$ cat config.mk
export PLATFORM = sky130hd
export DESIGN_NAME = peak_decimate_or_interpolate_resampler_unit
export DESIGN_NICKNAME = d
export VERILOG_FILES = /design/src/rtl/rsmp_pkg.sv /design/src/rtl/rsmp_front.sv /design/src/rtl/rsmp_div.sv /design/src/rtl/rsmp_back.sv /design/src/rtl/peak_decimate_or_interpolate_resampler_unit.sv
export SDC_FILE = /design/constraint.sdc
export NUM_CORES = 2
export LEC_CHECK = 0
export BUFFER_PORTS_ARGS = -buffer_cell sky130_fd_sc_hd__buf_4
export CAP_MARGIN = 5
export CORE_UTILIZATION = 36
export CTS_CLUSTER_SIZE = 14
export DETAILED_ROUTE_END_ITERATION = 8
export GPL_ROUTABILITY_DRIVEN = 0
export SYNTH_ARGS = -nofsm -noshare
export SYNTH_HDL_FRONTEND = slang
export SYNTH_SLANG_ARGS = --single-unit
$ cat constraint.sdc
create_clock -name clk -period 25.9 [get_ports clk]
set_input_delay 5.18 -clock clk [delete_from_list [all_inputs] [get_ports clk]]
set_output_delay 5.18 -clock clk [all_outputs]
set_load 0.02 [all_outputs]
$ cat src/rtl/rsmp_pkg.sv
// Shared constants and types of the peak/interpolate resampler.
// No dependencies; imported by every module of the block.
package rsmp_pkg;

	localparam int LEN_W           = 16;
	localparam int FRAC_W          = 16;
	localparam int CFG_IDX_W       = 8;
	localparam int DIV_NW          = 2 * LEN_W + 1;
	localparam int DIV_DW          = LEN_W + 1;
	localparam int QUEUE_DEPTH     = 2;

	localparam int DEF_SAMPLE_BITS = 24;
	localparam int DEF_MAX_BURST   = 64;
	localparam int DEF_MAX_FRAME   = 65535;

	localparam logic [CFG_IDX_W-1:0] REG_SOURCE_LENGTH = 8'd0;
	localparam logic [CFG_IDX_W-1:0] REG_DEST_LENGTH   = 8'd1;
	localparam logic [LEN_W-1:0]     RST_LENGTH        = 16'd1024;

	typedef struct packed {
		logic ok;
		logic zero;
	} smp_flags_t;

endpackage

$ cat src/rtl/rsmp_front.sv
// Input side: takes sample beats, tags them valid/zero and queues them.
// Depends on rsmp_pkg.
module rsmp_front #(
	parameter int SAMPLE_BITS = rsmp_pkg::DEF_SAMPLE_BITS
) (
	input  logic                          clk,
	input  logic                          arst_n,
	input  logic                          in_valid,
	output logic                          in_stall,
	input  logic signed [SAMPLE_BITS-1:0] sample,
	input  logic                          sample_valid,
	output logic                          q_valid,
	input  logic                          q_pop,
	output logic signed [SAMPLE_BITS-1:0] q_value,
	output rsmp_pkg::smp_flags_t          q_flags
);
	import rsmp_pkg::*;

	localparam int PW = (QUEUE_DEPTH > 1) ? $clog2(QUEUE_DEPTH) : 1;
	localparam int CW = $clog2(QUEUE_DEPTH + 1);

	logic signed [SAMPLE_BITS-1:0] val_q [QUEUE_DEPTH];
	smp_flags_t                    flg_q [QUEUE_DEPTH];
	logic [PW-1:0]                 wr_ptr_q, rd_ptr_q;
	logic [CW-1:0]                 count_q;
	logic                          push, pop;
	smp_flags_t                    in_flags;

	assign in_stall      = (count_q == CW'(QUEUE_DEPTH));
	assign q_valid       = (count_q != '0);
	assign push          = in_valid && !in_stall;
	assign pop           = q_pop && q_valid;
	assign q_value       = val_q[rd_ptr_q];
	assign q_flags       = flg_q[rd_ptr_q];
	assign in_flags.ok   = sample_valid;
	assign in_flags.zero = (sample == '0);

	always_ff @(posedge clk or negedge arst_n) begin
		if (!arst_n) begin
			wr_ptr_q <= '0;
			rd_ptr_q <= '0;
			count_q  <= '0;
		end else begin
			if (push) begin
				wr_ptr_q <= (wr_ptr_q == PW'(QUEUE_DEPTH - 1)) ? '0 : wr_ptr_q + 1'b1;
			end
			if (pop) begin
				rd_ptr_q <= (rd_ptr_q == PW'(QUEUE_DEPTH - 1)) ? '0 : rd_ptr_q + 1'b1;
			end
			if (push && !pop) begin
				count_q <= count_q + 1'b1;
			end else if (pop && !push) begin
				count_q <= count_q - 1'b1;
			end
		end
	end

	always_ff @(posedge clk) begin
		if (push) begin
			val_q[wr_ptr_q] <= sample;
			flg_q[wr_ptr_q] <= in_flags;
		end
	end

endmodule

$ cat src/rtl/rsmp_div.sv
// Restoring divider, one quotient bit per cycle, for window ends and fractions.
// Depends on rsmp_pkg.
module rsmp_div (
	input  logic                        clk,
	input  logic                        arst_n,
	input  logic                        start,
	input  logic [rsmp_pkg::DIV_NW-1:0] numer,
	input  logic [rsmp_pkg::DIV_DW-1:0] denom,
	output logic                        done,
	output logic [rsmp_pkg::DIV_NW-1:0] quot
);
	import rsmp_pkg::*;

	localparam int CNT_W = $clog2(DIV_NW + 1);

	logic [CNT_W-1:0]  cnt_q;
	logic              busy_q, done_q;
	logic [DIV_NW-1:0] quo_q;
	logic [DIV_DW-1:0] rem_q, den_q, rem_nxt;
	logic [DIV_DW:0]   trial;
	logic              qbit;

	always_comb begin
		trial   = {rem_q, quo_q[DIV_NW-1]};
		qbit    = (trial >= {1'b0, den_q});
		rem_nxt = qbit ? DIV_DW'(trial - {1'b0, den_q}) : trial[DIV_DW-1:0];
	end

	assign done = done_q;
	assign quot = quo_q;

	always_ff @(posedge clk or negedge arst_n) begin
		if (!arst_n) begin
			cnt_q  <= '0;
			busy_q <= 1'b0;
			done_q <= 1'b0;
		end else begin
			done_q <= 1'b0;
			if (start) begin
				cnt_q  <= CNT_W'(DIV_NW);
				busy_q <= 1'b1;
			end else if (busy_q) begin
				cnt_q <= cnt_q - 1'b1;
				if (cnt_q == CNT_W'(1)) begin
					busy_q <= 1'b0;
					done_q <= 1'b1;
				end
			end
		end
	end

	always_ff @(posedge clk) begin
		if (start) begin
			quo_q <= numer;
			rem_q <= '0;
			den_q <= denom;
		end else if (busy_q) begin
			quo_q <= {quo_q[DIV_NW-2:0], qbit};
			rem_q <= rem_nxt;
		end
	end

endmodule

$ cat src/rtl/rsmp_back.sv
// Back end: frame state, min/max windows, linear blend and result sequencing.
// Depends on rsmp_pkg and rsmp_div.
module rsmp_back #(
	parameter int SAMPLE_BITS = rsmp_pkg::DEF_SAMPLE_BITS,
	parameter int MAX_BURST   = rsmp_pkg::DEF_MAX_BURST,
	parameter int MAX_FRAME   = rsmp_pkg::DEF_MAX_FRAME
) (
	input  logic                           clk,
	input  logic                           arst_n,
	input  logic                           cfg_valid,
	output logic                           cfg_ready,
	input  logic [rsmp_pkg::CFG_IDX_W-1:0] cfg_index,
	input  logic [rsmp_pkg::LEN_W-1:0]     cfg_data,
	input  logic                           q_valid,
	output logic                           q_pop,
	input  logic signed [SAMPLE_BITS-1:0]  q_value,
	input  rsmp_pkg::smp_flags_t           q_flags,
	output logic                           res_valid,
	input  logic                           res_stall,
	output logic signed [SAMPLE_BITS-1:0]  out_value,
	output logic                           out_valid,
	output logic                           last_of_run,
	output logic                           frame_done,
	output logic                           overflow
);
	import rsmp_pkg::*;

	localparam int SB   = SAMPLE_BITS;
	localparam int BW   = $clog2(MAX_BURST + 1);
	localparam int PW   = SB + FRAC_W + 2;
	localparam int SUMW = PW + 1;
	localparam logic signed [SUMW-1:0] HALF = SUMW'(1) << (FRAC_W - 1);

	typedef enum logic [13:0] {
		S_IDLE  = 14'b00000000000001,
		S_INIT  = 14'b00000000000010,
		S_DEC   = 14'b00000000000100,
		S_PAIR0 = 14'b00000000001000,
		S_PAIR1 = 14'b00000000010000,
		S_DECW  = 14'b00000000100000,
		S_INTA  = 14'b00000001000000,
		S_INTB  = 14'b00000010000000,
		S_ICALC = 14'b00000100000000,
		S_IDIV  = 14'b00001000000000,
		S_IMUL  = 14'b00010000000000,
		S_ISUM  = 14'b00100000000000,
		S_IPUT  = 14'b01000000000000,
		S_FLUSH = 14'b10000000000000
	} state_t;

	state_t              state_q;
	logic                need_init_q;
	logic [LEN_W-1:0]    src_len_q, dst_len_q;
	logic [LEN_W-1:0]    in_count_q, oc_q, wep_q, rem_q, first_end_q;
	logic [LEN_W-1:0]    min_pos_q, max_pos_q;
	logic [1:0]          flags_q;
	logic signed [SB-1:0] run_min_q, run_max_q, prev_q;
	logic                prev_ok_q, prev_zero_q;
	logic [BW-1:0]       res_n_q;
	logic                drop_q, pending_q, phase_b_q, hold_v_q, o_vld_q;

	logic signed [SB-1:0] cur_q, a_q, b_q, res_val_q, hold_val_q, o_val_q;
	logic                cur_ok_q, cur_zero_q, aok_q, bok_q, azero_q, bzero_q;
	logic                res_ok_q, hold_ok_q, o_ok_q, o_last_q, o_fin_q, o_ovf_q;
	logic [FRAC_W-1:0]   frac_q;
	logic signed [PW-1:0] prod_q;

	logic [LEN_W-1:0]    s_eff, d_eff, total, s_m1, q_end;
	logic                dec_mode, out_free, full_burst, put_ready, do_put, out_load;
	logic                bad_win, min_first, blend, fin, room_dec, room_int;
	logic signed [SB-1:0] first_v, second_v, put_val;
	logic                put_ok;
	logic [LEN_W:0]      di_p2;
	logic [2*LEN_W:0]    prod_dec;
	logic                div_start, div_done;
	logic [DIV_NW-1:0]   div_numer, div_quot;
	logic [DIV_DW-1:0]   div_denom;
	logic signed [SB:0]  diff_c;
	logic signed [FRAC_W:0] frac_s;
	logic signed [PW-1:0] prod_c;
	logic signed [SUMW-1:0] a_ext, p_ext, sum_c;
	logic                cfg_we;

	function automatic logic [LEN_W-1:0] eff_len(input logic [LEN_W-1:0] v);
		logic [LEN_W-1:0] r;
		r = (v == '0) ? LEN_W'(1) : v;
		if (int'(r) > MAX_FRAME) begin
			r = LEN_W'(MAX_FRAME);
		end
		return r;
	endfunction

	assign s_eff      = eff_len(src_len_q);
	assign d_eff      = eff_len(dst_len_q);
	assign s_m1       = s_eff - 1'b1;
	assign dec_mode   = (s_eff > d_eff);
	assign total      = dec_mode ? {d_eff[LEN_W-1:1], 1'b0} : d_eff;
	assign room_dec   = ({1'b0, oc_q} + 1'b1 + 1'b1) <= {1'b0, d_eff};
	assign room_int   = (oc_q < d_eff);
	assign out_free   = !o_vld_q || !res_stall;
	assign full_burst = (res_n_q >= BW'(MAX_BURST));
	assign put_ready  = full_burst || !hold_v_q || out_free;
	assign fin        = pending_q && (oc_q >= total);
	assign cfg_ready  = 1'b1;
	assign cfg_we     = cfg_valid && cfg_ready;
	assign q_pop      = (state_q == S_IDLE) && !need_init_q && q_valid;

	assign bad_win   = (flags_q != 2'b01);
	assign min_first = !(min_pos_q > max_pos_q);
	assign first_v   = bad_win ? '0 : (min_first ? run_min_q : run_max_q);
	assign second_v  = bad_win ? '0 : (min_first ? run_max_q : run_min_q);
	assign blend     = bok_q && aok_q && phase_b_q == 1'b0 && !azero_q && !bzero_q;

	// window end: round((i+2)*S/D) = (2*(i+2)*S + D) / (2*D)
	assign di_p2     = (state_q == S_IDLE) ? (LEN_W+1)'(2) : ({1'b0, oc_q} + (LEN_W+1)'(4));
	assign prod_dec  = di_p2 * s_eff;
	assign q_end     = (div_quot > DIV_NW'(s_m1)) ? s_m1 : div_quot[LEN_W-1:0];

	always_comb begin
		div_start = 1'b0;
		div_numer = DIV_NW'({prod_dec, 1'b0}) + DIV_NW'(d_eff);
		div_denom = {d_eff, 1'b0};
		case (state_q)
			S_IDLE: begin
				div_start = need_init_q && dec_mode && !cfg_we;
			end
			S_PAIR1: begin
				div_start = do_put;
			end
			S_ICALC: begin
				div_start = blend;
				div_numer = DIV_NW'({rem_q, {FRAC_W{1'b0}}});
				div_denom = DIV_DW'(d_eff);
			end
			default: begin
			end
		endcase
	end

	always_comb begin
		do_put  = 1'b0;
		put_val = '0;
		put_ok  = 1'b0;
		case (state_q)
			S_PAIR0: begin
				do_put  = put_ready;
				put_val = first_v;
				put_ok  = !bad_win;
			end
			S_PAIR1: begin
				do_put  = put_ready;
				put_val = second_v;
				put_ok  = !bad_win;
			end
			S_IPUT: begin
				do_put  = put_ready;
				put_val = res_val_q;
				put_ok  = res_ok_q;
			end
			default: begin
			end
		endcase
	end

	assign out_load = (do_put && !full_burst && hold_v_q) ||
	                  (state_q == S_FLUSH && hold_v_q && out_free);

	// blend: a + (b - a) * frac, rounded half up
	assign diff_c = {b_q[SB-1], b_q} - {a_q[SB-1], a_q};
	assign frac_s = {1'b0, frac_q};
	assign prod_c = diff_c * frac_s;
	assign a_ext  = {{(SUMW-SB-FRAC_W){a_q[SB-1]}}, a_q, {FRAC_W{1'b0}}};
	assign p_ext  = {prod_q[PW-1], prod_q};
	assign sum_c  = a_ext + p_ext + HALF;

	rsmp_div u_div (
		.clk    (clk),
		.arst_n (arst_n),
		.start  (div_start),
		.numer  (div_numer),
		.denom  (div_denom),
		.done   (div_done),
		.quot   (div_quot)
	);

	always_ff @(posedge clk or negedge arst_n) begin
		if (!arst_n) begin
			state_q     <= S_IDLE;
			need_init_q <= 1'b1;
			src_len_q   <= RST_LENGTH;
			dst_len_q   <= RST_LENGTH;
			in_count_q  <= '0;
			oc_q        <= '0;
			wep_q       <= '0;
			rem_q       <= '0;
			first_end_q <= '0;
			min_pos_q   <= '0;
			max_pos_q   <= '0;
			flags_q     <= '0;
			run_min_q   <= '0;
			run_max_q   <= '0;
			prev_q      <= '0;
			prev_ok_q   <= 1'b0;
			prev_zero_q <= 1'b1;
			res_n_q     <= '0;
			drop_q      <= 1'b0;
			pending_q   <= 1'b0;
			phase_b_q   <= 1'b0;
			hold_v_q    <= 1'b0;
			o_vld_q     <= 1'b0;
		end else begin
			if (out_load) begin
				o_vld_q <= 1'b1;
			end else if (!res_stall) begin
				o_vld_q <= 1'b0;
			end
			if (do_put) begin
				if (full_burst) begin
					drop_q <= 1'b1;
				end else begin
					hold_v_q <= 1'b1;
					res_n_q  <= res_n_q + 1'b1;
				end
			end
			case (state_q)
				S_IDLE: begin
					if (need_init_q && !cfg_we) begin
						if (dec_mode) begin
							state_q <= S_INIT;
						end else begin
							wep_q       <= '0;
							first_end_q <= '0;
							need_init_q <= 1'b0;
						end
					end else if (q_pop) begin
						res_n_q   <= '0;
						drop_q    <= 1'b0;
						pending_q <= (oc_q < total);
						if (dec_mode) begin
							state_q <= S_DEC;
							if (room_dec && in_count_q < wep_q) begin
								if (!q_flags.ok) begin
									flags_q[1] <= 1'b1;
								end else if (!flags_q[0]) begin
									run_min_q  <= q_value;
									run_max_q  <= q_value;
									min_pos_q  <= in_count_q;
									max_pos_q  <= in_count_q;
									flags_q[0] <= 1'b1;
								end else begin
									if (q_value < run_min_q) begin
										run_min_q <= q_value;
										min_pos_q <= in_count_q;
									end
									if (q_value > run_max_q) begin
										run_max_q <= q_value;
										max_pos_q <= in_count_q;
									end
								end
							end
						end else begin
							state_q <= S_INTA;
						end
					end
				end
				S_INIT: begin
					if (div_done) begin
						wep_q       <= q_end;
						first_end_q <= q_end;
						need_init_q <= 1'b0;
						state_q     <= S_IDLE;
					end
				end
				S_DEC: begin
					if (room_dec && ({1'b0, wep_q} <= ({1'b0, in_count_q} + 1'b1))) begin
						state_q <= S_PAIR0;
					end else begin
						state_q <= S_FLUSH;
					end
				end
				S_PAIR0: begin
					if (do_put) begin
						state_q <= S_PAIR1;
					end
				end
				S_PAIR1: begin
					if (do_put) begin
						oc_q    <= oc_q + LEN_W'(2);
						flags_q <= '0;
						state_q <= S_DECW;
					end
				end
				S_DECW: begin
					if (div_done) begin
						wep_q   <= q_end;
						state_q <= S_DEC;
					end
				end
				S_INTA: begin
					if (in_count_q != '0 && room_int && wep_q == in_count_q - 1'b1) begin
						phase_b_q <= 1'b0;
						state_q   <= S_ICALC;
					end else begin
						state_q <= S_INTB;
					end
				end
				S_INTB: begin
					if (in_count_q == s_m1 && room_int && wep_q == in_count_q) begin
						phase_b_q <= 1'b1;
						state_q   <= S_ICALC;
					end else begin
						prev_q      <= cur_q;
						prev_ok_q   <= cur_ok_q;
						prev_zero_q <= cur_zero_q;
						state_q     <= S_FLUSH;
					end
				end
				S_ICALC: begin
					state_q <= blend ? S_IDIV : S_IPUT;
				end
				S_IDIV: begin
					if (div_done) begin
						state_q <= S_IMUL;
					end
				end
				S_IMUL: begin
					state_q <= S_ISUM;
				end
				S_ISUM: begin
					state_q <= S_IPUT;
				end
				S_IPUT: begin
					if (do_put) begin
						oc_q <= oc_q + 1'b1;
						if (({1'b0, rem_q} + {1'b0, s_eff}) >= {1'b0, d_eff}) begin
							rem_q <= LEN_W'({1'b0, rem_q} + {1'b0, s_eff} - {1'b0, d_eff});
							wep_q <= wep_q + 1'b1;
						end else begin
							rem_q <= rem_q + s_eff;
						end
						state_q <= phase_b_q ? S_INTB : S_INTA;
					end
				end
				S_FLUSH: begin
					if (!hold_v_q || out_free) begin
						hold_v_q <= 1'b0;
						state_q  <= S_IDLE;
						if (({1'b0, in_count_q} + 1'b1) >= {1'b0, s_eff}) begin
							in_count_q  <= '0;
							oc_q        <= '0;
							rem_q       <= '0;
							wep_q       <= first_end_q;
							min_pos_q   <= '0;
							max_pos_q   <= '0;
							flags_q     <= '0;
							run_min_q   <= '0;
							run_max_q   <= '0;
							prev_q      <= '0;
							prev_ok_q   <= 1'b0;
							prev_zero_q <= 1'b1;
						end else begin
							in_count_q <= in_count_q + 1'b1;
						end
					end
				end
				default: begin
					state_q <= S_IDLE;
				end
			endcase
			if (cfg_we && (cfg_index == REG_SOURCE_LENGTH || cfg_index == REG_DEST_LENGTH)) begin
				if (cfg_index == REG_SOURCE_LENGTH) begin
					src_len_q <= cfg_data;
				end else begin
					dst_len_q <= cfg_data;
				end
				// a window-end division already running is stale; start over
				state_q     <= S_IDLE;
				need_init_q <= 1'b1;
				in_count_q  <= '0;
				oc_q        <= '0;
				rem_q       <= '0;
				wep_q       <= '0;
				min_pos_q   <= '0;
				max_pos_q   <= '0;
				flags_q     <= '0;
				run_min_q   <= '0;
				run_max_q   <= '0;
				prev_q      <= '0;
				prev_ok_q   <= 1'b0;
				prev_zero_q <= 1'b1;
			end
		end
	end

	always_ff @(posedge clk) begin
		if (q_pop) begin
			cur_q      <= q_value;
			cur_ok_q   <= q_flags.ok;
			cur_zero_q <= q_flags.zero;
		end
		if (state_q == S_INTA) begin
			a_q     <= prev_q;
			aok_q   <= prev_ok_q;
			azero_q <= prev_zero_q;
			b_q     <= cur_q;
			bok_q   <= cur_ok_q;
			bzero_q <= cur_zero_q;
		end else if (state_q == S_INTB) begin
			a_q     <= cur_q;
			aok_q   <= cur_ok_q;
			azero_q <= cur_zero_q;
		end
		if (state_q == S_ICALC) begin
			if (phase_b_q) begin
				res_val_q <= aok_q ? a_q : '0;
				res_ok_q  <= aok_q;
			end else if (!aok_q || !bok_q) begin
				res_val_q <= '0;
				res_ok_q  <= 1'b0;
			end else if (azero_q) begin
				res_val_q <= b_q;
				res_ok_q  <= 1'b1;
			end else begin
				res_val_q <= a_q;
				res_ok_q  <= 1'b1;
			end
		end
		if (state_q == S_IDIV && div_done) begin
			frac_q <= div_quot[FRAC_W-1:0];
		end
		if (state_q == S_IMUL) begin
			prod_q <= prod_c;
		end
		if (state_q == S_ISUM) begin
			res_val_q <= sum_c[FRAC_W+SB-1:FRAC_W];
			res_ok_q  <= 1'b1;
		end
		if (do_put && !full_burst) begin
			hold_val_q <= put_val;
			hold_ok_q  <= put_ok;
		end
		if (out_load) begin
			o_val_q  <= hold_val_q;
			o_ok_q   <= hold_ok_q;
			o_last_q <= (state_q == S_FLUSH);
			o_fin_q  <= (state_q == S_FLUSH) && fin;
			o_ovf_q  <= (state_q == S_FLUSH) && drop_q;
		end
	end

	assign res_valid   = o_vld_q;
	assign out_value   = o_val_q;
	assign out_valid   = o_ok_q;
	assign last_of_run = o_last_q;
	assign frame_done  = o_fin_q;
	assign overflow    = o_ovf_q;

endmodule

$ cat src/rtl/peak_decimate_or_interpolate_resampler_unit.sv
// Top level of the peak-decimating / linearly interpolating frame resampler.
// Depends on rsmp_pkg, rsmp_front, rsmp_back (which holds rsmp_div).
//
// Usage:
//   Input channel (in_valid/in_stall) takes one sample beat per source sample;
//   a two-entry queue lets the sender run ahead of the engine.
//   Result channel (res_valid/res_stall) gives the resampled beats; the last
//   beat caused by a sample has last_of_run set, with frame_done and overflow.
//   Config channel (cfg_valid/cfg_ready) writes source_length (index 0) and
//   dest_length (index 1); any such write restarts the frame.
// Sequencing:
//   The engine pops the next sample only when back in idle, after its
//   outputs. In decimation a pair is bound by the window-end divider. In
//   interpolation a blended output runs the fraction divider, multiply and
//   add; pass-through outputs skip them. The first sample after reset
//   or a config write in decimation waits for the first window end.
// Reset and stall:
//   arst_n clears queue and frame state; both lengths return to 1024. While
//   res_stall is high one result waits in the output register and one more in
//   the hold stage, then the engine stops; the queue takes samples until full.
module peak_decimate_or_interpolate_resampler_unit #(
	parameter int SAMPLE_BITS = rsmp_pkg::DEF_SAMPLE_BITS,
	parameter int MAX_BURST   = rsmp_pkg::DEF_MAX_BURST,
	parameter int MAX_FRAME   = rsmp_pkg::DEF_MAX_FRAME
) (
	input  logic                           clk,
	input  logic                           arst_n,
	input  logic                           cfg_valid,
	output logic                           cfg_ready,
	input  logic [rsmp_pkg::CFG_IDX_W-1:0] cfg_index,
	input  logic [rsmp_pkg::LEN_W-1:0]     cfg_data,
	input  logic                           in_valid,
	output logic                           in_stall,
	input  logic signed [SAMPLE_BITS-1:0]  sample,
	input  logic                           sample_valid,
	output logic                           res_valid,
	input  logic                           res_stall,
	output logic signed [SAMPLE_BITS-1:0]  out_value,
	output logic                           out_valid,
	output logic                           last_of_run,
	output logic                           frame_done,
	output logic                           overflow
);
	import rsmp_pkg::*;

	logic                    q_valid, q_pop;
	logic signed [SAMPLE_BITS-1:0] q_value;
	smp_flags_t              q_flags;

	rsmp_front #(
		.SAMPLE_BITS (SAMPLE_BITS)
	) u_front (
		.clk          (clk),
		.arst_n       (arst_n),
		.in_valid     (in_valid),
		.in_stall     (in_stall),
		.sample       (sample),
		.sample_valid (sample_valid),
		.q_valid      (q_valid),
		.q_pop        (q_pop),
		.q_value      (q_value),
		.q_flags      (q_flags)
	);

	rsmp_back #(
		.SAMPLE_BITS (SAMPLE_BITS),
		.MAX_BURST   (MAX_BURST),
		.MAX_FRAME   (MAX_FRAME)
	) u_back (
		.clk         (clk),
		.arst_n      (arst_n),
		.cfg_valid   (cfg_valid),
		.cfg_ready   (cfg_ready),
		.cfg_index   (cfg_index),
		.cfg_data    (cfg_data),
		.q_valid     (q_valid),
		.q_pop       (q_pop),
		.q_value     (q_value),
		.q_flags     (q_flags),
		.res_valid   (res_valid),
		.res_stall   (res_stall),
		.out_value   (out_value),
		.out_valid   (out_valid),
		.last_of_run (last_of_run),
		.frame_done  (frame_done),
		.overflow    (overflow)
	);

	a_fin_last: assert property (@(posedge clk) disable iff (!arst_n)
		res_valid && frame_done |-> last_of_run)
		else $error("frame_done on a beat that is not last of run");

	a_ovf_last: assert property (@(posedge clk) disable iff (!arst_n)
		res_valid && overflow |-> last_of_run)
		else $error("overflow on a beat that is not last of run");

	a_nan_zero: assert property (@(posedge clk) disable iff (!arst_n)
		res_valid && !out_valid |-> out_value == '0)
		else $error("invalid result with non-zero value");

endmodule

==> impl_metrics.ini <==
[clock_network]
worstSkewPairLatency_ns = 0.69
cts-resized-gates = 0
clkSinkCount = 575
clock_tree.root_cell = sky130_fd_sc_hd__clkbuf_16
post_cts_hold_buffer_count = 0
cts-htree-levels = 3
post_cts.repair.setup_buffers = 0
number_of_buffers_added_by_the_clock_tree_synthesis_step = 68
tritoncts_clock_tree = done
clockBufferDepth = 3
clk_transition_reported_paths_ns = 0.07

[drt]
vias = 44000
remaining_drc_errors = 0
drt-pass1-iter-count = 6
dr_wl_met3_mm = 8.74
drt-wirelength-per-cell_microns = 19.5
postRouteWirelength_mm = 162
drt_iter0_drc = 2919
route.top_layer_used = met4
via_per_instance_ratio = 5.29
wl_met2_mm = 79.4
wirelength_met1_mm = 67.5
antenna_left = 0

[min_path]
holdCritPathClass = flop to flop

[finish]
finish.net_count = 7252
share_of_layout_cells_above_drive_strength_1 = 0.0727
areaGrowthSynthToFinish_pct = 9.26
antennaDiodeCount = 0

[timing]
min_period_ns = 10.73
final_hold_viol_count = 0
postLayoutSetupSlackWorst_ns = 15.17
report.final.slew_viol_count = 0
timing_worst_slew_pin_value_ns = 1.27
grt_setup_unrepaired = no
period_share = 0.414
achievable-frequency_ghz = 0.0932
worst_clock_skew_ns = 0.0789
setup-violations-final = 0
setup_tns_ns = 0
slew_headroom = 0.152

[yosys]
syn-mean-instance-area_sq_um = 9.41
synth.largest_area_cell = sky130_fd_sc_hd__fa_1
netlist.area_leader.share = 0.204
synth.net_count = 7291
netlist_top_cells_area = sky130_fd_sc_hd__fa_1 (20%), sky130_fd_sc_hd__edfxtp_1 (15%), sky130_fd_sc_hd__dfrtp_1 (11%), sky130_fd_sc_hd__ha_1 (11%), sky130_fd_sc_hd__inv_1 (6.2%)
synth_async_sr_flop_share = 0.450
synth-seq-cells = 575
yosys_most_used_dff = sky130_fd_sc_hd__edfxtp_1
synth_commonest_cells = sky130_fd_sc_hd__inv_1 (957), sky130_fd_sc_hd__nand2_1 (688), sky130_fd_sc_hd__fa_1 (590), sky130_fd_sc_hd__ha_1 (495), sky130_fd_sc_hd__edfxtp_1 (298)
ys_seq_area_frac = 0.273
synth_edf_count = 298
post_synth_num_cell_types = 101
yosysMostFrequentCell = sky130_fd_sc_hd__inv_1
cell_area_after_synthesis_sq_um = 57900
synth_cells = 6152
syn_warnings = 0

[worst_setup_path]
cell_with_the_most_instances_on_the_worst_path = sky130_fd_sc_hd__fa_1
crit_path_end_kind = flop
timing_worst_setup_path_type = flop to flop
worstPathArrival_ns = 11.16
cp_data_required_time_ns = 26.33
setup.worst_path.start_class = flop
critical_path_s_slowest_cell = sky130_fd_sc_hd__nor2_1
worst_stage_delay_on_the_critical_path_ns = 0.84
crit_path_max_fanout = 17

[global_routing]
number_of_global_route_vias_before_repair = 44600
grt_start_max_net_pins = 94
grt_antenna_before_repair = 2
gr-total-overflow = 0
grt_first_pass_wirelength_mm = 255
grt_usage = 0.200

[job]
max_cap_viol_count = 0

[floorplan]
start_util = 0.364
die-area_sq_um = 162000
rows = 146
num_ports = 85
coreArea_sq_um = 159000
die_width_microns = 403
die_h_microns = 403

[status]
run_status = complete, no violations

[placed_design]
place.port_buffers = 83
dp_hpwl_mm = 125
dp_worst_setup_slack_ns = 15.38
## per-stage QoR
step | std cells | instance area, sq um | hold WS (ns) | utilization
after floorplan | 6152 | 57900 | 0.400 | -
after global placement | 8189 | 60900 | 0.405 | 0.383
after detailed placement | 8189 | 60900 | 0.405 | 0.383
after CTS | 8312 | 63300 | 0.401 | 0.398
after global routing | 8312 | 63300 | 0.418 | 0.398
final | 8312 | 63300 | 0.401 | 0.398
## worst paths after layout
check / startpoint / to / slack [ns] / cells after the start
max in group asynchronous: arst_n / u_back.wep_q[2]$_DFFE_PN0P_ / 19.06 / 3
max reg2reg: u_back.oc_q[2]$_DFFE_PN0P_ / u_back.u_div.quot[31]$_DFFE_PP_ / 15.17 / 30
min reg2reg: u_back.hold_val_q[18]$_DFFE_PP_ / u_back.out_value[18]$_DFFE_PP_ / 0.40 / 0
max: u_back.oc_q[2]$_DFFE_PN0P_ / u_back.u_div.quot[31]$_DFFE_PP_ / 15.17 / 30
min: u_back.hold_val_q[18]$_DFFE_PP_ / u_back.out_value[18]$_DFFE_PP_ / 0.40 / 0
min in group asynchronous: arst_n / u_back.dst_len_q[8]$_DFFE_PN0P_ / 4.54 / 1
## critical path, delay by kind of cell, from the launching register on
kind                       cells  cell delay (ns)
buffers and inverters          3             0.14
AOI/OAI and AO/OA              4             1.38
adders and majority gates      8             3.81
DFF                            1             0.79
and+or+nand+nor               12             3.72
xor gates and xnor gates       3             0.62
## sequential cells by signal (all words and copies together) (netlist names), 17 cells and up
signal	flops
u_back.a_q	24
u_back.b_q	24
u_back.cur_q	24
u_back.hold_val_q	24
u_back.out_value	24
u_back.prev_q	24
u_back.prod_q	25
u_back.res_val_q	24
u_back.run_max_q	24
u_back.run_min_q	24
u_back.u_div.den_q	17
u_back.u_div.quot	33
u_back.u_div.rem_q	17
u_front.val_q	48
## cells by family (layout without fill, tap and decap cells)
kind of cell | count (synthesis) | in the layout | share of synthesized area
adder cells (fa/ha/maj) | 1085 | 1085 | 0.311
multiplexers | 190 | 190 | 0.0347
AO/OA/AOI/OAI | 979 | 979 | 0.109
flip-flops | 575 | 575 | 0.273
buffers and inverters | 1255 | 1269 | 0.0823
AND/OR/NAND/NOR | 1795 | 1795 | 0.149
other | 1 | 1 | 0.0000648
XOR/XNOR | 272 | 272 | 0.0416
## final cells by class
cell class	instances	area, sq um
fillers	15700	95800
multi-input cells	4322	37500
flip-flops and latches	575	15800
inverters	967	3630
well taps	2146	2690
clock buffers	88	1840
repair buffers	179	1350
clock inverters	35	484
## layer usage
layer | vias to the layer above | global-route usage
met3 | 332 | 0.0234
li1 | 20400 | -
met1 | 22000 | 0.256
met4 | 0 | 0.0804
met5 | - | 0
met2 | 1319 | 0.343
## placed cells by master, fill, tap and decap left out, types with 14 or more instances in the layout
| master | count |
|---|---|
| sky130_fd_sc_hd__a211oi_1 | 30 |
| sky130_fd_sc_hd__dfrtp_1 | 254 |
| sky130_fd_sc_hd__nand4_1 | 56 |
| sky130_fd_sc_hd__xnor2_1 | 172 |
| sky130_fd_sc_hd__edfxtp_1 | 298 |
| sky130_fd_sc_hd__nor4_1 | 37 |
| sky130_fd_sc_hd__clkbuf_1 | 14 |
| sky130_fd_sc_hd__nand2b_1 | 42 |
| sky130_fd_sc_hd__dfxtp_1 | 18 |
| sky130_fd_sc_hd__or3_1 | 23 |
| sky130_fd_sc_hd__a21o_1 | 83 |
| sky130_fd_sc_hd__a21oi_1 | 233 |
| sky130_fd_sc_hd__and3_1 | 43 |
| sky130_fd_sc_hd__o31ai_1 | 26 |
| sky130_fd_sc_hd__nor2_1 | 278 |
| sky130_fd_sc_hd__and2_1 | 165 |
| sky130_fd_sc_hd__ha_1 | 495 |
| sky130_fd_sc_hd__o21ai_0 | 266 |
| sky130_fd_sc_hd__nor3_1 | 194 |
| sky130_fd_sc_hd__a221oi_1 | 23 |
| sky130_fd_sc_hd__o21bai_1 | 15 |
| sky130_fd_sc_hd__a31oi_1 | 30 |
| sky130_fd_sc_hd__a22oi_1 | 39 |
| sky130_fd_sc_hd__fa_1 | 590 |
| sky130_fd_sc_hd__nand3_1 | 117 |
| sky130_fd_sc_hd__xor2_1 | 93 |
| sky130_fd_sc_hd__o21a_1 | 55 |
| sky130_fd_sc_hd__mux2_2 | 85 |
| sky130_fd_sc_hd__a22o_1 | 44 |
| sky130_fd_sc_hd__inv_1 | 957 |
| sky130_fd_sc_hd__buf_4 | 178 |
| sky130_fd_sc_hd__nand2_1 | 688 |
| sky130_fd_sc_hd__mux2i_1 | 103 |
| sky130_fd_sc_hd__nor2b_1 | 62 |
| sky130_fd_sc_hd__clkbuf_16 | 68 |
Power is not shown: default switching activity piles up to over one toggle a cycle in this logic, so the estimate is an artifact.
